### src/rtl/l2tpdp_pkg.sv
// ----------------------------------------------------------------------------
// l2tpdp_pkg
// Shared types and constants of the L2TPv2 data header parser.
// ----------------------------------------------------------------------------
package l2tpdp_pkg;

  localparam int unsigned FIFO_DEPTH = 4;

  localparam logic [4:0] MIN_BYTES = 5'd16;

  localparam int unsigned FLAG_TYPE_BIT = 15;
  localparam int unsigned FLAG_LEN_BIT  = 14;
  localparam int unsigned FLAG_SEQ_BIT  = 11;
  localparam int unsigned FLAG_OFF_BIT  = 9;

  localparam logic [7:0] PPP_ADDR = 8'hFF;
  localparam logic [7:0] PPP_CTRL = 8'h03;

  localparam logic CFG_TUNNEL_ID  = 1'b0;
  localparam logic CFG_SESSION_ID = 1'b1;

  typedef enum logic [1:0] {
    VERDICT_PASS     = 2'd0,
    VERDICT_CONTROL  = 2'd1,
    VERDICT_MISMATCH = 2'd2,
    VERDICT_DISCARD  = 2'd3
  } verdict_e;

  typedef enum logic [11:0] {
    PH_UDP        = 12'b0000_0000_0001,
    PH_FLAGS      = 12'b0000_0000_0010,
    PH_LENGTH     = 12'b0000_0000_0100,
    PH_TUNNEL     = 12'b0000_0000_1000,
    PH_SESSION    = 12'b0000_0001_0000,
    PH_SEQ        = 12'b0000_0010_0000,
    PH_OFFSIZE    = 12'b0000_0100_0000,
    PH_PAD        = 12'b0000_1000_0000,
    PH_PAY_FIRST  = 12'b0001_0000_0000,
    PH_PAY_SECOND = 12'b0010_0000_0000,
    PH_PAY        = 12'b0100_0000_0000,
    PH_SOFTWARE   = 12'b1000_0000_0000
  } phase_e;

  typedef struct packed {
    verdict_e   verdict;
    logic       packet_end;
    logic [7:0] payload_byte;
    logic       payload_valid;
  } res_t;

  typedef struct packed {
    logic [1:0]      cnt;
    res_t [1:0]      res;
  } push_t;

endpackage

### src/rtl/l2tpdp_parser.sv
// ----------------------------------------------------------------------------
// l2tpdp_parser
// Byte-wise header state machine; yields up to two result words per byte.
// ----------------------------------------------------------------------------
module l2tpdp_parser (
  input  logic                clk_i,
  input  logic                rst_ni,
  input  logic                in_valid_i,
  input  logic [7:0]          in_byte_i,
  input  logic                in_last_i,
  input  logic [15:0]         tunnel_id_i,
  input  logic [15:0]         session_id_i,
  output l2tpdp_pkg::push_t   push_o
);

  l2tpdp_pkg::phase_e   phase_q, phase_d;
  logic [2:0]           field_q, field_d;
  logic                 seq_q, seq_d;
  logic                 off_q, off_d;
  logic [7:0]           hi_q, hi_d;
  logic [15:0]          skip_q, skip_d;
  logic [4:0]           seen_q, seen_d;
  logic [7:0]           held_q, held_d;
  l2tpdp_pkg::verdict_e pv_q, pv_d;

  logic [15:0]          word;
  l2tpdp_pkg::verdict_e v;
  l2tpdp_pkg::push_t    push;

  assign word = {hi_q, in_byte_i};

  always_comb begin
    phase_d = phase_q;
    field_d = field_q;
    seq_d   = seq_q;
    off_d   = off_q;
    hi_d    = hi_q;
    skip_d  = skip_q;
    seen_d  = seen_q;
    held_d  = held_q;
    pv_d    = pv_q;
    push    = '0;
    v       = l2tpdp_pkg::VERDICT_DISCARD;

    if (in_valid_i) begin
      if (seen_q < l2tpdp_pkg::MIN_BYTES) begin
        seen_d = seen_q + 5'd1;
      end

      unique case (phase_q)
        l2tpdp_pkg::PH_UDP: begin
          if (field_q == 3'd7) begin
            field_d = 3'd0;
            phase_d = l2tpdp_pkg::PH_FLAGS;
          end else begin
            field_d = field_q + 3'd1;
          end
        end
        l2tpdp_pkg::PH_FLAGS: begin
          if (field_q == 3'd0) begin
            hi_d    = in_byte_i;
            field_d = 3'd1;
          end else begin
            field_d = 3'd0;
            seq_d   = word[l2tpdp_pkg::FLAG_SEQ_BIT];
            off_d   = word[l2tpdp_pkg::FLAG_OFF_BIT];
            if (word[l2tpdp_pkg::FLAG_TYPE_BIT]) begin
              pv_d    = l2tpdp_pkg::VERDICT_CONTROL;
              phase_d = l2tpdp_pkg::PH_SOFTWARE;
            end else if (word[l2tpdp_pkg::FLAG_LEN_BIT]) begin
              phase_d = l2tpdp_pkg::PH_LENGTH;
            end else begin
              phase_d = l2tpdp_pkg::PH_TUNNEL;
            end
          end
        end
        l2tpdp_pkg::PH_LENGTH: begin
          if (field_q == 3'd0) begin
            field_d = 3'd1;
          end else begin
            field_d = 3'd0;
            phase_d = l2tpdp_pkg::PH_TUNNEL;
          end
        end
        l2tpdp_pkg::PH_TUNNEL: begin
          if (field_q == 3'd0) begin
            hi_d    = in_byte_i;
            field_d = 3'd1;
          end else begin
            field_d = 3'd0;
            if (word != tunnel_id_i) begin
              pv_d    = l2tpdp_pkg::VERDICT_MISMATCH;
              phase_d = l2tpdp_pkg::PH_SOFTWARE;
            end else begin
              phase_d = l2tpdp_pkg::PH_SESSION;
            end
          end
        end
        l2tpdp_pkg::PH_SESSION: begin
          if (field_q == 3'd0) begin
            hi_d    = in_byte_i;
            field_d = 3'd1;
          end else begin
            field_d = 3'd0;
            if (word != session_id_i) begin
              pv_d    = l2tpdp_pkg::VERDICT_MISMATCH;
              phase_d = l2tpdp_pkg::PH_SOFTWARE;
            end else if (seq_q) begin
              phase_d = l2tpdp_pkg::PH_SEQ;
            end else if (off_q) begin
              phase_d = l2tpdp_pkg::PH_OFFSIZE;
            end else begin
              phase_d = l2tpdp_pkg::PH_PAY_FIRST;
            end
          end
        end
        l2tpdp_pkg::PH_SEQ: begin
          if (field_q == 3'd3) begin
            field_d = 3'd0;
            phase_d = off_q ? l2tpdp_pkg::PH_OFFSIZE : l2tpdp_pkg::PH_PAY_FIRST;
          end else begin
            field_d = field_q + 3'd1;
          end
        end
        l2tpdp_pkg::PH_OFFSIZE: begin
          if (field_q == 3'd0) begin
            hi_d    = in_byte_i;
            field_d = 3'd1;
          end else begin
            field_d = 3'd0;
            skip_d  = word;
            phase_d = (word == 16'd0) ? l2tpdp_pkg::PH_PAY_FIRST : l2tpdp_pkg::PH_PAD;
          end
        end
        l2tpdp_pkg::PH_PAD: begin
          skip_d = skip_q - 16'd1;
          if (skip_q == 16'd1) begin
            phase_d = l2tpdp_pkg::PH_PAY_FIRST;
          end
        end
        l2tpdp_pkg::PH_PAY_FIRST: begin
          held_d  = in_byte_i;
          phase_d = l2tpdp_pkg::PH_PAY_SECOND;
        end
        l2tpdp_pkg::PH_PAY_SECOND: begin
          if (!(held_q == l2tpdp_pkg::PPP_ADDR && in_byte_i == l2tpdp_pkg::PPP_CTRL)) begin
            push.cnt = 2'd2;
            push.res[0].payload_valid = 1'b1;
            push.res[0].payload_byte  = held_q;
            push.res[1].payload_valid = 1'b1;
            push.res[1].payload_byte  = in_byte_i;
          end
          phase_d = l2tpdp_pkg::PH_PAY;
        end
        l2tpdp_pkg::PH_PAY: begin
          push.cnt = 2'd1;
          push.res[0].payload_valid = 1'b1;
          push.res[0].payload_byte  = in_byte_i;
        end
        l2tpdp_pkg::PH_SOFTWARE: begin
        end
        default: begin
          phase_d = l2tpdp_pkg::PH_UDP;
        end
      endcase

      if (in_last_i) begin
        if (seen_d < l2tpdp_pkg::MIN_BYTES) begin
          push = '0;
          v    = l2tpdp_pkg::VERDICT_DISCARD;
        end else if (phase_d == l2tpdp_pkg::PH_SOFTWARE) begin
          v = pv_d;
        end else if (phase_d == l2tpdp_pkg::PH_PAY_SECOND) begin
          push.cnt = 2'd1;
          push.res[0].payload_valid = 1'b1;
          push.res[0].payload_byte  = held_d;
          v = l2tpdp_pkg::VERDICT_PASS;
        end else if (phase_d == l2tpdp_pkg::PH_PAY_FIRST || phase_d == l2tpdp_pkg::PH_PAY) begin
          v = l2tpdp_pkg::VERDICT_PASS;
        end else begin
          v = l2tpdp_pkg::VERDICT_DISCARD;
        end

        if (push.cnt == 2'd0) begin
          push.cnt    = 2'd1;
          push.res[0] = '0;
        end
        if (push.cnt == 2'd2) begin
          push.res[1].packet_end = 1'b1;
          push.res[1].verdict    = v;
        end else begin
          push.res[0].packet_end = 1'b1;
          push.res[0].verdict    = v;
        end

        phase_d = l2tpdp_pkg::PH_UDP;
        field_d = 3'd0;
        seq_d   = 1'b0;
        off_d   = 1'b0;
        hi_d    = 8'd0;
        skip_d  = 16'd0;
        seen_d  = 5'd0;
        held_d  = 8'd0;
        pv_d    = l2tpdp_pkg::VERDICT_PASS;
      end
    end
  end

  assign push_o = push;

  always_ff @(posedge clk_i or negedge rst_ni) begin
    if (!rst_ni) begin
      phase_q <= l2tpdp_pkg::PH_UDP;
      field_q <= 3'd0;
      seq_q   <= 1'b0;
      off_q   <= 1'b0;
      hi_q    <= 8'd0;
      skip_q  <= 16'd0;
      seen_q  <= 5'd0;
      held_q  <= 8'd0;
      pv_q    <= l2tpdp_pkg::VERDICT_PASS;
    end else begin
      phase_q <= phase_d;
      field_q <= field_d;
      seq_q   <= seq_d;
      off_q   <= off_d;
      hi_q    <= hi_d;
      skip_q  <= skip_d;
      seen_q  <= seen_d;
      held_q  <= held_d;
      pv_q    <= pv_d;
    end
  end

endmodule

### src/rtl/l2tpdp_res_fifo.sv
// ----------------------------------------------------------------------------
// l2tpdp_res_fifo
// Result queue: takes up to two words per cycle, hands out one while the reader is ready.
// ----------------------------------------------------------------------------
module l2tpdp_res_fifo #(
  parameter int unsigned Depth = l2tpdp_pkg::FIFO_DEPTH
) (
  input  logic              clk_i,
  input  logic              rst_ni,
  input  l2tpdp_pkg::push_t push_i,
  output logic              space2_o,
  output logic              out_valid_o,
  input  logic              out_ready_i,
  output l2tpdp_pkg::res_t  out_res_o
);

  localparam int unsigned PtrW = (Depth > 1) ? $clog2(Depth) : 1;
  localparam int unsigned CntW = $clog2(Depth + 1);
  localparam logic [PtrW-1:0] LastPtr = PtrW'(Depth - 1);
  localparam logic [CntW-1:0] SpaceLimit = CntW'(Depth - 2);

  l2tpdp_pkg::res_t [Depth-1:0] mem_q;
  logic [PtrW-1:0] wr_q, wr_d, rd_q, rd_d, wr_nx;
  logic [CntW-1:0] cnt_q, cnt_d;
  logic            pop;

  function automatic logic [PtrW-1:0] inc(input logic [PtrW-1:0] p);
    return (p == LastPtr) ? '0 : p + PtrW'(1);
  endfunction

  assign pop         = out_valid_o && out_ready_i;
  assign out_valid_o = (cnt_q != '0);
  assign out_res_o   = mem_q[rd_q];
  assign space2_o    = (cnt_q <= SpaceLimit);
  assign wr_nx       = inc(wr_q);

  always_comb begin
    wr_d  = wr_q;
    rd_d  = pop ? inc(rd_q) : rd_q;
    cnt_d = cnt_q + CntW'(push_i.cnt) - CntW'(pop);
    unique case (push_i.cnt)
      2'd1:    wr_d = wr_nx;
      2'd2:    wr_d = inc(wr_nx);
      default: wr_d = wr_q;
    endcase
  end

  always_ff @(posedge clk_i) begin
    if (push_i.cnt != 2'd0) begin
      mem_q[wr_q] <= push_i.res[0];
    end
    if (push_i.cnt == 2'd2) begin
      mem_q[wr_nx] <= push_i.res[1];
    end
  end

  always_ff @(posedge clk_i or negedge rst_ni) begin
    if (!rst_ni) begin
      wr_q  <= '0;
      rd_q  <= '0;
      cnt_q <= '0;
    end else begin
      wr_q  <= wr_d;
      rd_q  <= rd_d;
      cnt_q <= cnt_d;
    end
  end

endmodule

### src/rtl/l2tp_data_header_parser.sv
// ----------------------------------------------------------------------------
// l2tp_data_header_parser
// Strips UDP and L2TPv2 data headers and streams the PPP payload bytes.
// ----------------------------------------------------------------------------
// Usage:
//   s_axis carries one datagram byte per word, starting at the UDP header;
//   tlast marks the final byte. m_axis carries result words: a payload byte
//   with its valid flag, and on the word with tlast the datagram verdict
//   (pass, control, ID mismatch, discarded).
//   cfg_we_i writes the expected tunnel ID (index 0) or session ID (index 1)
//   at the clock edge; write only while no datagram is in flight.
//   One input byte is taken every cycle while s_axis_tready is high. A
//   result is registered in the result queue before it reaches m_axis.
//   The second payload byte causes two result words (the first byte and
//   itself), or none when the pair is the PPP address/control FF 03.
//   s_axis_tready drops when the result queue has fewer than two free
//   slots, so a stalled receiver stops input after a few words; no word is
//   lost. Reset clears the parser, empties the queue and zeroes both IDs.
// ----------------------------------------------------------------------------
module l2tp_data_header_parser #(
  parameter int unsigned FifoDepth = l2tpdp_pkg::FIFO_DEPTH
) (
  input  logic        clk_i,
  input  logic        rst_ni,
  input  logic        cfg_we_i,
  input  logic        cfg_idx_i,
  input  logic [15:0] cfg_data_i,
  input  logic        s_axis_tvalid,
  output logic        s_axis_tready,
  input  logic [7:0]  s_axis_tdata,   // [7:0] data_byte
  input  logic        s_axis_tlast,   // last_byte
  output logic        m_axis_tvalid,
  input  logic        m_axis_tready,
  output logic [7:0]  m_axis_tdata,   // [7:0] payload_byte
  output logic        m_axis_tlast,   // packet_end
  output logic [2:0]  m_axis_tuser    // [0] payload_valid, [2:1] verdict
);

  logic [15:0]       tunnel_q, session_q;
  logic              in_acc;
  l2tpdp_pkg::push_t push;
  l2tpdp_pkg::res_t  res;

  assign in_acc = s_axis_tvalid && s_axis_tready;

  always_ff @(posedge clk_i or negedge rst_ni) begin
    if (!rst_ni) begin
      tunnel_q  <= 16'd0;
      session_q <= 16'd0;
    end else if (cfg_we_i) begin
      if (cfg_idx_i == l2tpdp_pkg::CFG_TUNNEL_ID) begin
        tunnel_q <= cfg_data_i;
      end else begin
        session_q <= cfg_data_i;
      end
    end
  end

  l2tpdp_parser u_parser (
    .clk_i        (clk_i),
    .rst_ni       (rst_ni),
    .in_valid_i   (in_acc),
    .in_byte_i    (s_axis_tdata),
    .in_last_i    (s_axis_tlast),
    .tunnel_id_i  (tunnel_q),
    .session_id_i (session_q),
    .push_o       (push)
  );

  l2tpdp_res_fifo #(
    .Depth (FifoDepth)
  ) u_fifo (
    .clk_i       (clk_i),
    .rst_ni      (rst_ni),
    .push_i      (push),
    .space2_o    (s_axis_tready),
    .out_valid_o (m_axis_tvalid),
    .out_ready_i (m_axis_tready),
    .out_res_o   (res)
  );

  assign m_axis_tdata = res.payload_byte;
  assign m_axis_tlast = res.packet_end;
  assign m_axis_tuser = {res.verdict, res.payload_valid};

endmodule
### config.mk
export PLATFORM = sky130hd
export DESIGN_NAME = l2tp_data_header_parser
export DESIGN_NICKNAME = d
export VERILOG_FILES = /design/src/rtl/l2tpdp_pkg.sv /design/src/rtl/l2tpdp_parser.sv /design/src/rtl/l2tpdp_res_fifo.sv /design/src/rtl/l2tp_data_header_parser.sv
export SDC_FILE = /design/constraint.sdc
export NUM_CORES = 1
export LEC_CHECK = 0
export BUFFER_PORTS_ARGS = -buffer_cell sky130_fd_sc_hd__buf_2
export CAP_MARGIN = 20
export CORE_MARGIN = 4
export CORE_UTILIZATION = 62
export CTS_CLUSTER_SIZE = 30
export DETAILED_ROUTE_END_ITERATION = 7
export PLACE_DENSITY = 0.8
export SLEW_MARGIN = 20
export SYNTH_ARGS = -nofsm -noshare
export SYNTH_HDL_FRONTEND = slang
export SYNTH_SLANG_ARGS = --single-unit
### constraint.sdc
create_clock -name clk_i -period 3.74 [get_ports clk_i]
set_clock_uncertainty 0.15 [all_clocks]
set_input_delay 0 -clock clk_i [delete_from_list [all_inputs] [get_ports clk_i]]
set_output_delay 0 -clock clk_i [all_outputs]
set_load 0.05 [all_outputs]
Word-level counts from Yosys, hierarchy flattened:

Cells that the tools add are included.

* register bits: 143
* output and inout bits: 14

* add/sub/neg operators: 8
* magnitude comparators: 8
* equality and inequality tests: 31
* multiplexer cells: 89
* bitwise gates (word level): 1
* reduce and logical (&&, ||, !) cells: 26

Operators by type and width (number)
* $mux W12: 19
* $pmux W12 S11: 1
* $bwmux W48: 2
* $mux W48: 2
* $mux W9: 8
* $mux W26: 2
* $demux W12 S2: 2
* $mux W2: 23
* $mux W8: 5
* $mux W16: 2
* $ne A16 B16 Y1: 2
* $pmux W16 S2: 1
* $bmux W12 S2: 1
* $eq A12 B10 Y1 const B: 2
* $eq A12 B11 Y1 const B: 2
* $eq A12 B12 Y1 const B: 2
* $eq A12 B9 Y1 const B: 2
* $pmux W9 S2: 1
* $eq A16 B1 Y1 const B: 1
* $logic_not A16 Y1: 1
* $sub A16 B1 Y16 const B: 1
* $mux W3: 5
* $mux W5: 3
* $eq A12 B1 Y1 const B: 1
* other kinds (42): 72

Logic depth before layout (Yosys ltp):

Gate-level depths: netlist of the first run.

* word-level depth: 24
* mapped depth: 15
* gate-level depth less buffers: 13

Modules after synthesis:

A second synthesis of the first run with hierarchy kept.

* cells, all modules: 874
* area total of the unflattened synthesis: 8393.0 sq um

By module, submodules not included
* l2tpdp_parser: times used 1, cells an instance 532, area each 4341.7 sq um
* l2tpdp_res_fifo: times used 1, cells an instance 272, area each 2792.7 sq um
* l2tp_data_header_parser: times used 1, cells an instance 70, area each 1258.7 sq um

Least setup slack after synthesis of the first run:

OpenSTA, ideal clock, no wires.

* kind: reg2reg
* from: register u_fifo.cnt_q[1]
* to: register u_fifo.cnt_q[2]
* library setup time: 123 ps
* arrival time: 3311 ps
* slack: 156 ps
* stages on the path, launching flop included: 13
* clock period less this slack: 3584 ps
* path through: dfrtp_1 a21oi_1 and2_1 clkbuf_1 clkbuf_1 nand2_1 ha_1 inv_1 ha_1 inv_1 fa_1 xor2_1 xnor2_1

* cells in the longest elaborated chain, start to end: 5

RTL lines
* start: declaration: line l2tpdp_res_fifo.sv:24 `logic [CntW-1:0] cnt_q, cnt_d;`
* start signal: assignment: line l2tpdp_res_fifo.sv:65 `cnt_q <= cnt_d;`
* $le A3 B2 Y1: line l2tpdp_res_fifo.sv:34 `assign space2_o = (cnt_q <= SpaceLimit);`
* named net s_axis_tready: line l2tp_data_header_parser.sv:29 `output logic s_axis_tready,`
* $logic_and A1 B1 Y1: line l2tp_data_header_parser.sv:44 `assign in_acc = s_axis_tvalid && s_axis_tready;`
* $mux W26: line l2tpdp_parser.sv:45 `if (in_valid_i) begin`
* $add A3 B2 Y3: line l2tpdp_res_fifo.sv:40 `cnt_d = cnt_q + CntW'(push_i.cnt) - CntW'(pop);`
* $sub A3 B1 Y3: line l2tpdp_res_fifo.sv:40
* named net u_fifo.cnt_d[2]: line l2tpdp_res_fifo.sv:24

The timed path passes the listed nets, and every way through them passes these cells.
A chain may end at the register's enable or synchronous reset.

Worst setup path after layout of the first run:

* from: register u_parser.phase_q[6]
* to: register u_fifo.mem_q[16] (netlist name)

* cells in the longest elaborated chain, start to end: 20

RTL lines
* start: declaration: line l2tpdp_parser.sv:16 `l2tpdp_pkg::phase_e phase_q, phase_d;`
* start signal: assignment: line l2tpdp_parser.sv:213 `phase_q <= l2tpdp_pkg::PH_UDP;`
* start signal: assignment: line l2tpdp_parser.sv:223 `phase_q <= phase_d;`
* $eq A12 B12 Y1 / $eq A12 B11 Y1 (equally long branches): line l2tpdp_parser.sv:50 `unique case (phase_q)`
* $reduce_or A2 Y1 (no source line)
* $pmux W12 S11: line l2tpdp_parser.sv:50
* $mux W12: line l2tpdp_parser.sv:45
* $eq A12 B10 Y1: line l2tpdp_parser.sv:173 `end else if (phase_d == l2tpdp_pkg::PH_PAY_SECOND) begin`
* $mux W2: line l2tpdp_parser.sv:173
* $mux W2: line l2tpdp_parser.sv:171 `end else if (phase_d == l2tpdp_pkg::PH_SOFTWARE) begin`
* $mux W2: line l2tpdp_parser.sv:168 `if (seen_d < l2tpdp_pkg::MIN_BYTES) begin`
* [4 not listed]
* $mux W2: line l2tpdp_parser.sv:167 `if (in_last_i) begin`
* $mux W2: line l2tpdp_parser.sv:45
* $mux W26 (*): line l2tpdp_parser.sv:167
* $mux W26 (*): line l2tpdp_parser.sv:45
* $reduce_bool A2 Y1: line l2tpdp_res_fifo.sv:49 `if (push_i.cnt != 2'd0) begin`
* $mux W48: line l2tpdp_res_fifo.sv:49
* $bwmux W48: line l2tpdp_res_fifo.sv:53 `mem_q[wr_nx] <= push_i.res[1];`
* $mux W48 (*): line l2tpdp_res_fifo.sv:52 `if (push_i.cnt == 2'd2) begin`
* end signal: indexed assignment: line l2tpdp_res_fifo.sv:50 `mem_q[wr_q] <= push_i.res[0];`
* end signal: indexed assignment: line l2tpdp_res_fifo.sv:53
* end: declaration: line l2tpdp_res_fifo.sv:22 `l2tpdp_pkg::res_t [Depth-1:0] mem_q;`

Every way passes the cells marked *; elsewhere a longest branch is shown, timed or not. The select of a mux whose other input is x is not followed.

==> results by group, run 1 <==
Synth
  • Mapped Area: between 8000 and 9000 sq um
  • Area leader, netlist: dfrtp_1
  • Syn Inst Count: approximately 860
  • Post-synthesis sequential area ratio: 0.4085
  • Synth warn: 0
  • Synth Flop Type: dfrtp_1
  • Synthesized flop and latch total: ~140
  • Synth area leaders: dfrtp_1 (29%), dfxtp_1 (12%), o21ai_0 (5.5%), mux2_2 (4.5%), xor2_1 (4.1%)
  • Post-synth EDFFs: 0
  • Distinct cells, synth: 74
  • Asr flop ratio synth: 0.6643
  • Top cell type's share of synthesized area: 0.2878
  • Mean Syn Cell Area: between 9 and 10 sq um
  • Mapped Nets: between 900 and 1000

Timing
  • Setup-failing EPs final: 0
  • Achievable Freq: around 290 MHz
  • Slew Viols, Final: 0
  • Min Hold Slack: 31.91 ps
  • Period utilization: 0.9072
  • Worst Tran Pin Value: around 1100 ps
  • RSZ-0062 raised after global routing: no
  • Fin. Hold Viols: 0
  • Minimum clock period: roughly 3400 ps
  • Slew margin rel.: 0.2682
  • Setup TNS: 0 ps

Floorplan
  • Initial Util: 0.6399
  • I/O pin total: 45
  • Rows: 41
  • DIE AREA: approximately 15000 sq um
  • Die H: between 100 and 150 um
  • Chip width: between 100 and 150 um
  • CORE AREA: between 10000 and 15000 sq um

Setup path
  • CP arrival: approximately 3600 ps
  • Family with the most delay on the worst path: simple AND/OR/NAND/NOR gates
  • Levels on crit path: 12
  • Slowest stage cell, crit path: or4_1
  • Crit path max fanout: 17
  • Worst Path Required: around 4000 ps
  • Worst setup SP type: flop
  • CP bufs+invs: 3
  • CP Class: flop to flop
  • Crit-path cells: or4_1 -> buf_4 -> nor3_2 -> o311ai_1 -> nor2_4 -> inv_1 -> ha_1 -> nor2b_1 -> buf_4 -> nor2_1 -> a211o_1 -> o21ai_0
  • Max incr delay on CP: about 620 ps
  • Cell count of the worst reg-to-reg path: 12
  • Cell mode on critical path: buf_4
  • CP endpoint kind: flop

Placed design
  • Dpl cells: between 1000 and 1500
  • HPWL Detailed: roughly 15000 um
  • Port buffer count: 44
  • Placer Congestion: approximately 0.94

Run
  • Maxcap violations: 0

Clock tree
  • Clock Latency Late Sink: 430 ps
  • Clock tree from TritonCTS: yes
  • Clock sinks: ~140
  • H-tree depth: 4
  • Clock transition at path regs: around 70 ps
  • Cts bufs inserted: 17
  • Clock Tree Buf Depth: 2
  • Setup bufs post-CTS: 0
  • CTS root buf: clkbuf_16

Power and ir drop
  • PD cells: 659.2 nW/um^2
  • VDD IR-drop max: about 500 uV
  • P_leak: approximately 4.1 nW

GRT
  • Total grt overflow: 0
  • Vias in the first global route: between 7000 and 8000
  • Antenna violations before repair: 0
  • GRT Total Usage: 0.3208
  • Global-route wire length before repair: approximately 37000 um
  • Maximum number of pins on one net before global-route repair: between 70 and 80

Detailed routing
  • Antenna Violating Nets Remaining: 0
  • TritonRoute pass-1 iters: 6
  • Iter 0 DRT Violations: between 900 and 1000
  • Via count: 7301
  • Per-cell routed wire length: roughly 21 um
  • Vias/cell: between 6 and 7
  • WL final: 23370 um
  • Residual DRC: 0

Finish
  • Post-Layout Cell Count: 1108
  • Area Growth Syn to Fin: 16.29%
  • Ant diodes: 0
  • Nets@finish: a little under 1000
  • Utilization after layout: 0.7441
  • Layout cell share with drive strength beyond 1: 0.1966

Min path
  • Hold/Removal Path Class: primary input to flop
  • Hold path cells: 4

Run status
  • Status: complete, no violations
[kinds of logic after synthesis]
group / synth area share
AND/OR/NAND/NOR: 0.1815
AO/OA/AOI/OAI: 0.2047
flip-flops: 0.4085
buffers and inverters: 0.04454
multiplexers: 0.08587
XOR/XNOR: 0.04179
adder cells (fa/ha/maj): 0.03306
[worst min-delay path, cell delays in order]
cell and delay, ps:
buf_2 80, nand2_1 280, nand2_1 160, nand2_1 40
[layout by cell type, fill, tap and decap left out, types with 4 or more instances in the layout]
cell,Yosys,layout
dfrtp_1,94,94
o21ai_0,90,90
nand2_1,66,66
nor2_1,64,64
dfxtp_1,48,48
buf_2,12,43
xor2_1,38,38
buf_4,1,36
mux2_2,33,33
a211o_1,32,32
dlygate4sd3_1,0,29
a21oi_1,27,27
nor3_1,26,26
inv_1,24,24
a22o_1,21,21
ha_1,20,20
nor4_1,19,18
nand3_1,18,18
clkbuf_16,0,17
nand4_1,14,14
nor2b_1,13,13
o21ai_1,12,12
mux4_2,12,12
and2_1,11,11
mux2i_1,6,6
a32o_1,6,6
a31oi_1,5,5
nand2b_1,5,5
nor4b_1,5,5
nor3b_1,5,5
a21o_1,5,5
inv_6,0,5
nor4_2,3,4
nand3b_1,4,4
o31ai_1,4,4
a22oi_4,4,4
a22oi_2,4,4
[layer usage]
metal  share of wire  vias to the layer above  track usage  wire, um
met4           0.031                        0       0.1393       719
met5               0                        -            0         0
met2            0.48                      398       0.5077     11190
met1            0.41                     3530       0.4288      9467
met3           0.085                       80      0.06544      1985
li1                -                     3293            -         -
[where the power goes]
group	internal [mW]	switching, mW	total [mW]
clock	0.942	0.746	1.69
sequential	1.94	0.356	2.30
combinational	0.927	1.35	2.28
total	3.81	2.45	6.27
[timing repair]
action                                 in CTS  in global routing
endpoints found under the hold margin     172                 17
setup endpoints to repair                   0                  1
gates resized for setup                     0                  1
hold buffers                               28                  1
[registers in the layout, indices dropped and copies added (netlist names)]
name / cells
u_parser.phase_q: 12
u_parser.hi_q: 8
u_parser.seq_q: 1
u_parser.held_q: 8
u_parser.pv_q: 2
u_fifo.mem_q: 48
tunnel_q: 16
u_fifo.rd_q: 2
u_parser.off_q: 1
u_parser.field_q: 3
u_fifo.wr_q: 2
u_fifo.cnt_q: 3
u_parser.seen_q: 5
u_parser.skip_q: 16
session_q: 16
[worst paths after layout]
path,start,to,slack (ps)
worst max register to register,u_parser.phase_q[6]$_DFFE_PN0P_,u_fifo.mem_q[16]$_DFF_P_,350
max in group asynchronous,rst_ni,u_parser.skip_q[2]$_DFFE_PN0P_,2160
worst min register to register,u_fifo.mem_q[23]$_DFF_P_,u_fifo.mem_q[23]$_DFF_P_,300
worst min-delay path,s_axis_tvalid,u_parser.phase_q[7]$_DFFE_PN0P_,30
worst max-delay path,u_parser.phase_q[6]$_DFFE_PN0P_,u_fifo.mem_q[16]$_DFF_P_,350
min in group asynchronous,rst_ni,u_parser.field_q[0]$_DFFE_PN0P_,380
[stage by stage]
| stage | cell area (sq um) | setup slack [ps] | power, mW |
|---|---|---|---|
| 4_1_cts | 9462 | 245.8 | 6.214 |
| 2_1_floorplan | 8174 | 156.2 | 3.959 |
| 5_1_grt | 9505 | 84.74 | 6.595 |
| 6_report | 9505 | 347.0 | 6.266 |
| 3_5_place_dp | 8601 | 304.4 | 4.493 |
| 3_3_place_gp | 8601 | 423.9 | 4.402 |
[cell usage after synthesis (14+ instances only)]
cell type,number
nand4_1,14
nor4_1,19
mux2_2,33
a22o_1,21
inv_1,24
nor2_1,64
a211o_1,32
a21oi_1,27
o21ai_0,90
ha_1,20
clkbuf_1,44
dfrtp_1,94
nand3_1,18
xor2_1,38
nor3_1,26
nand2_1,66
dfxtp_1,48
[area by class of cell]
class	instances	area, sq um
fillers	828	3268
multi-input cells	628	4477
repair buffers	109	803.3
inverters	24	90.09
clock inverters	14	151.4
clock buffers	18	429.2
well taps	172	215.2
flip-flops and latches	143	3339
(Power assumes the default switching activity.)
==> run 2, diff against run 1 <==
CORE_UTILIZATION = 60   (was 62)
PLACE_DENSITY = 0.78   (was 0.8)
==> run 2 against run 1 <==
Against the previous run: flip-flop and latch count unchanged; sequential share of layout area increased by 0.29 points; worst setup slack got worse by 72 ps; first-iteration DRC count increased by 8.6%; power increased by 0.40%; final area decreased by 0.82%; via count increased by 0.82%; die area increased by 3.1%; clock power about the same; critical path depth increased by 1; final cell count decreased by 0.45%; combinational power about the same.
==> results by group, run 2 (synthesized netlist as in run 1, its figures left out) <==
Run status
  • Status: complete, no violations

Floorplan
  • I/O pin total: 45
  • Die H: 124.7 um
  • Initial Util: 0.6148
  • CORE AREA: about 13000 sq um
  • DIE AREA: approximately 16000 sq um
  • Chip width: around 120 um
  • Rows: 42

Timing
  • Minimum clock period: around 3500 ps
  • Slew Viols, Final: 0
  • Setup TNS: 0 ps
  • Period utilization: 0.9265
  • RSZ-0062 raised after global routing: no
  • Slew margin rel.: 0.3678
  • Achievable Freq: 288.6 MHz
  • Fin. Hold Viols: 0
  • Setup-failing EPs final: 0
  • Worst Tran Pin Value: between 900 and 1000 ps

Power and ir drop
  • Logic pwr share: 0.360
  • Cell-internal power: a little under 4 mW
  • VDD IR-drop max: 649.9 uV
  • Total Power: roughly 6.3 mW
  • Sequential share of power: 0.368
  • PD cells: between 600 and 700 nW/um^2
  • Sw Share: 0.3812
  • Clk network pwr share: 0.273
  • NetSw: 2.398 mW
  • P_leak: between 4 and 5 nW

GRT
  • Maximum number of pins on one net before global-route repair: between 70 and 80
  • Global-route wire length before repair: between 30000 and 40000 um
  • Total grt overflow: 0
  • GRT Total Usage: 0.2928
  • Vias in the first global route: about 7200
  • Antenna violations before repair: 0

Setup path
  • Slowest stage cell, crit path: or4_1
  • Worst R2R Setup Slack: around 270 ps
  • Family with the most delay on the worst path: simple AND/OR/NAND/NOR gates
  • CP bufs+invs: 2
  • Worst setup SP type: flop
  • CP Class: flop to flop
  • Crit-path cells: or4_1 -> nor4_1 -> o311ai_1 -> nor2_2 -> o21ai_0 -> nand2_1 -> ha_1 -> inv_1 -> ha_1 -> inv_1 -> fa_1 -> xor2_1 -> xnor2_1
  • CP endpoint kind: flop
  • CP arrival: between 3000 and 4000 ps
  • Crit path max fanout: 9
  • Max incr delay on CP: between 500 and 600 ps
  • Worst Path Required: a little under 4000 ps

Detailed routing
  • Residual DRC: 0
  • Per-cell routed wire length: ~21 um
  • WL final: approximately 23000 um
  • Vias/cell: 6.674
  • Iter 0 DRT Violations: a little under 1000
  • Via count: between 7000 and 8000
  • Antenna Violating Nets Remaining: 0
  • TritonRoute pass-1 iters: 5

Clock tree
  • Clock tree from TritonCTS: yes
  • CTS root buf: clkbuf_16
  • Clock sinks: around 140
  • Clock transition at path regs: roughly 60 ps
  • Cts bufs inserted: 17
  • Clock Latency Late Sink: around 430 ps
  • H-tree depth: 4
  • Clock Tree Buf Depth: 2

Min path
  • Hold/Removal Path Class: primary input to flop

Finish
  • Most frequent cells in the layout: dfrtp_1 (94), o21ai_0 (90), nand2_1 (66)
  • Largest register FFs: 48
  • Most common cell after layout, fill and taps aside: dfrtp_1
  • Ant diodes: 0
  • Area Growth Syn to Fin: 15.34%
  • Most flop-heavy register: u_fifo.mem_q
  • Nets@finish: ~970
  • Fillers: slightly above 900
  • Layout cell share with drive strength beyond 1: 0.1909

Placed design
  • Port buffer count: 44
  • Placer Congestion: between 0.9 and 1
  • HPWL Detailed: roughly 15000 um

Run
  • Maxcap violations: 0
-- run 2: cell count changes in the layout (fill, tap and decap cells not counted), sizes merged --
cell / previous run / this run
clkinvlp: 3 / 1
clkinv: 2 / 3
clkbuf: 18 / 21
bufinv: 1 / 2
inv: 32 / 29
buf: 80 / 73
dlygate4sd3: 29 / 27
-- run 2: layout make-up --
| class | instances | area (sq um) | area share |
|---|---|---|---|
| Clock buffer | 21 | 460.4 | 0.04884 |
| Clock inverter | 11 | 128.9 | 0.01367 |
| Inverter | 24 | 90.09 | 0.009555 |
| Multi-Input combinational cell | 628 | 4478 | 0.4750 |
| Sequential cell | 143 | 3339 | 0.3542 |
| Tap cell | 176 | 220.2 | 0.02336 |
| Timing Repair Buffer | 100 | 710.7 | 0.07538 |
-- run 2: per-stage QoR --
| stage | cells | util | setup WS, ps | area, sq um | hold WS, ps |
|---|---|---|---|---|---|
| final | 1103 | 0.7091 | 274.8 | 9428 | 51.57 |
| after global routing | 1103 | 0.7091 | 114.5 | 9428 | 50.96 |
| after CTS | 1103 | 0.7085 | 275.4 | 9420 | 5.718 |
| after detailed placement | 1044 | 0.6439 | 309.9 | 8561 | 48.12 |
| after global placement | 1044 | 0.6439 | 429.8 | 8561 | 41.34 |
| after floorplan | 857 | - | 156.2 | 8174 | -445.6 |
-- run 2: path summary, 6_finish.rpt --
check	startpoint	end	cells past startpoint
max in group asynchronous	rst_ni	u_parser.phase_q[0]$_DFFE_PN1P_	3
worst min register to register	u_fifo.mem_q[34]$_DFF_P_	u_fifo.mem_q[34]$_DFF_P_	2
worst min-delay path	s_axis_tvalid	u_parser.phase_q[0]$_DFFE_PN1P_	5
worst max-delay path	u_parser.phase_q[6]$_DFFE_PN0P_	u_fifo.cnt_q[2]$_DFF_PN0_	13
worst max register to register	u_parser.phase_q[6]$_DFFE_PN0P_	u_fifo.cnt_q[2]$_DFF_PN0_	13
min in group asynchronous	rst_ni	u_parser.skip_q[11]$_DFFE_PN0P_	2
-- run 2: power by group through the flow --
stage | clock [mW] | combinational (mW) | sequential (mW)
floorplan | 0 | 1.80 | 2.16
global placement | 0 | 2.11 | 2.27
detailed placement | 0 | 2.19 | 2.31
CTS | 1.71 | 2.24 | 2.29
global route | 1.81 | 2.45 | 2.35
finish | 1.72 | 2.26 | 2.31
-- run 2: repair_timing --
action	in CTS	in global routing
hold buffers	27	0
setup buffers	0	0
gates resized for setup	0	1
setup endpoints to repair	0	3
hold endpoints to repair	172	0
-- run 2: metal layers --
| layer | share of wire | vias up | wire length [um] | track usage |
|---|---|---|---|---|
| met2 | 0.49 | 411 | 11320 | 0.4835 |
| met5 | 0 | - | 0 | 0 |
| met3 | 0.082 | 61 | 1892 | 0.06003 |
| li1 | - | 3274 | - | - |
| met1 | 0.40 | 3615 | 9277 | 0.3863 |
| met4 | 0.021 | 0 | 491 | 0.09736 |
-- run 2: worst reg2reg max path: cells and delay by family (launching register included) --
| family | cells | cell delay, ps |
|---|---|---|
| flip-flops | 1 | 480 |
| XOR/XNOR | 2 | 290 |
| buffers and inverters | 2 | 110 |
| AO/OA/AOI/OAI | 2 | 330 |
| adder cells (fa/ha/maj) | 3 | 770 |
| AND/OR/NAND/NOR | 4 | 1240 |
==> run 3, diff against run 2 <==
BUFFER_PORTS_ARGS = not set   (was -buffer_cell sky130_fd_sc_hd__buf_2)
DONT_BUFFER_PORTS = 1   (was not set)
PLACE_DENSITY = 0.75   (was 0.78)
==> run 3 against run 2 <==
Against the previous run: the run now ends with hold timing left; final cell count fell by 3.1%; global-route usage rose by 1.0 points; die area did not move; core utilization fell by 1.1 points; clock power fell by 7%; worst hold slack got worse by 74 ps; register-to-register slack improved by 50 ps; final area fell by 1.5%; worst setup slack improved by 51 ps; wire length rose by 0.71%.
==> results by group, run 3 (synthesized netlist as in run 1, its figures left out) <==
Run status
  • Status: finished with violations
  • Failing checks: hold timing

Placed design
  • HPWL Detailed: 14680 um
  • Port buffer count: 0
  • Pre-CTS setup slack: 351.2 ps
  • Placer Congestion: around 0.95

Timing
  • RSZ-0062 raised after global routing: no
  • Final setup margin: around 330 ps
  • Setup TNS: 0 ps
  • Minimum clock period: ~3400 ps
  • Period utilization: 0.9130
  • Worst Tran Pin Value: about 980 ps
  • Slew margin rel.: 0.3435
  • Slew Viols, Final: 0
  • Fin. Hold Viols: 10
  • Achievable Freq: between 200 and 300 MHz
  • Min Hold Slack: -22.19 ps
  • Setup-failing EPs final: 0

Setup path
  • Crit path max fanout: 9
  • Worst Path Required: 3900 ps
  • CP Class: flop to flop
  • CP endpoint kind: flop
  • CP arrival: roughly 3600 ps
  • Worst setup SP type: flop

Finish
  • Largest register FFs: 48
  • Nets@finish: around 930
  • Most flop-heavy register: u_fifo.mem_q
  • Area Growth Syn to Fin: 13.56%
  • Most common cell after layout, fill and taps aside: dfrtp_1
  • Layout cell share with drive strength beyond 1: 0.1469
  • Most frequent cells in the layout: dfrtp_1 (94), o21ai_0 (90), nand2_1 (66)

Clock tree
  • Clock transition at path regs: approximately 60 ps
  • Clock Latency Late Sink: between 400 and 500 ps
  • Clock tree from TritonCTS: yes
  • H-tree depth: 4
  • Cts bufs inserted: 17
  • Clock Tree Buf Depth: 2
  • CTS root buf: clkbuf_16
  • Clock sinks: 143

Detailed routing
  • Vias/cell: 6.641
  • WL final: 23140 um
  • TritonRoute pass-1 iters: 5
  • Iter 0 DRT Violations: just over 800
  • Residual DRC: 0
  • Via count: between 7000 and 8000
  • Per-cell routed wire length: ~22 um
  • Antenna Violating Nets Remaining: 0

Power and ir drop
  • VDD IR-drop max: 501.8 uV
  • Cell-internal power: 3.725 mW
  • NetSw: between 2 and 2.5 mW
  • Clk network pwr share: 0.262
  • Total Power: 6.110 mW
  • PD cells: approximately 660 nW/um^2
  • P_leak: 3.906 nW
  • Sw Share: 0.3904
  • Logic pwr share: 0.359
  • Sequential share of power: 0.378

GRT
  • Vias in the first global route: around 7300
  • GRT Total Usage: 0.3031
  • Maximum number of pins on one net before global-route repair: between 90 and 100
  • Global-route wire length before repair: between 30000 and 40000 um
  • Antenna violations before repair: 1
  • Total grt overflow: 0

Floorplan
  • Rows: 42
  • I/O pin total: 45
  • Die H: approximately 120 um
  • DIE AREA: around 16000 sq um
  • Initial Util: 0.6148
  • CORE AREA: 13300 sq um
  • Chip width: roughly 120 um

Run
  • Maxcap violations: 0

Min path
  • Hold/Removal Path Class: primary input to async pin
## run 3: cell count changes in the layout (fill, tap and decap cells not counted), sizes merged
cell         change
dlygate4sd3      +9
diode            +1
buf             -44
inv              +2
bufinv           -2
## run 3: layer usage
layer	GRT usage	wire length, um
met4	0.1335	741
met1	0.3865	9372
met3	0.07075	1901
met5	0	0
met2	0.4933	11130
## run 3: timing repair
action                                 in CTS  in global routing
hold buffers                               37                  0
buffers inserted                            0                  0
gates resized for setup                     0                  0
endpoints found under the hold margin     211                  0
## run 3: worst paths after layout
check / startpoint / endpoint / slack [ps] / depth (start not counted)
worst max-delay path: u_parser.phase_q[6]$_DFFE_PN0P_ / u_fifo.cnt_q[2]$_DFF_PN0_ / 330 / 13
worst min-delay path: rst_ni / u_parser.field_q[2]$_DFFE_PN0P_ / -20 / 2
worst max register to register: u_parser.phase_q[6]$_DFFE_PN0P_ / u_fifo.cnt_q[2]$_DFF_PN0_ / 330 / 13
worst min register to register: u_fifo.mem_q[11]$_DFF_P_ / u_fifo.mem_q[11]$_DFF_P_ / 300 / 2
max in group asynchronous: rst_ni / u_parser.skip_q[14]$_DFFE_PN0P_ / 3030 / 2
min in group clk_i: s_axis_tdata[1] / u_parser.phase_q[7]$_DFFE_PN0P_ / 30 / 5
## run 3: power by group through the flow
| stage | combinational (mW) | clock, mW | sequential [mW] |
|---|---|---|---|
| finish | 2.20 | 1.60 | 2.31 |
| global route | 2.39 | 1.68 | 2.36 |
| CTS | 2.17 | 1.61 | 2.29 |
| detailed placement | 2.08 | 0 | 2.31 |
| global placement | 1.99 | 0 | 2.28 |
| floorplan | 1.80 | 0 | 2.16 |
## run 3: per-stage QoR
| step | std cells | hold WS (ps) | area, sq um | utilization |
|---|---|---|---|---|
| 3_5_place_dp | 999 | -441.6 | 8343 | 0.6275 |
| 2_1_floorplan | 857 | -445.6 | 8174 | - |
| 5_1_grt | 1069 | 34.03 | 9283 | 0.6982 |
| 3_3_place_gp | 999 | -441.7 | 8343 | 0.6275 |
| 4_1_cts | 1068 | 0.5945 | 9280 | 0.6980 |
| 6_report | 1069 | -22.19 | 9283 | 0.6982 |
## run 3: final cells by class
class	count	area [sq um]
multi-input cells	628	4471
fillers	942	4013
flip-flops and latches	143	3339
repair buffers	65	610.6
clock buffers	21	471.7
well taps	176	220.2
inverters	24	90.09
clock inverters	11	77.57
diodes	1	2.502
## run 3: worst max-delay path, cell delays in order, from the launching register on
cell and delay [ps]:
dfrtp_1 480, or4_1 610, nor4_1 320, o311ai_1 250
nor2_2 140, o21ai_0 80, nand2_1 140, ha_1 240
inv_1 60, ha_1 130, inv_1 50, fa_1 370
xor2_1 160, xnor2_1 120
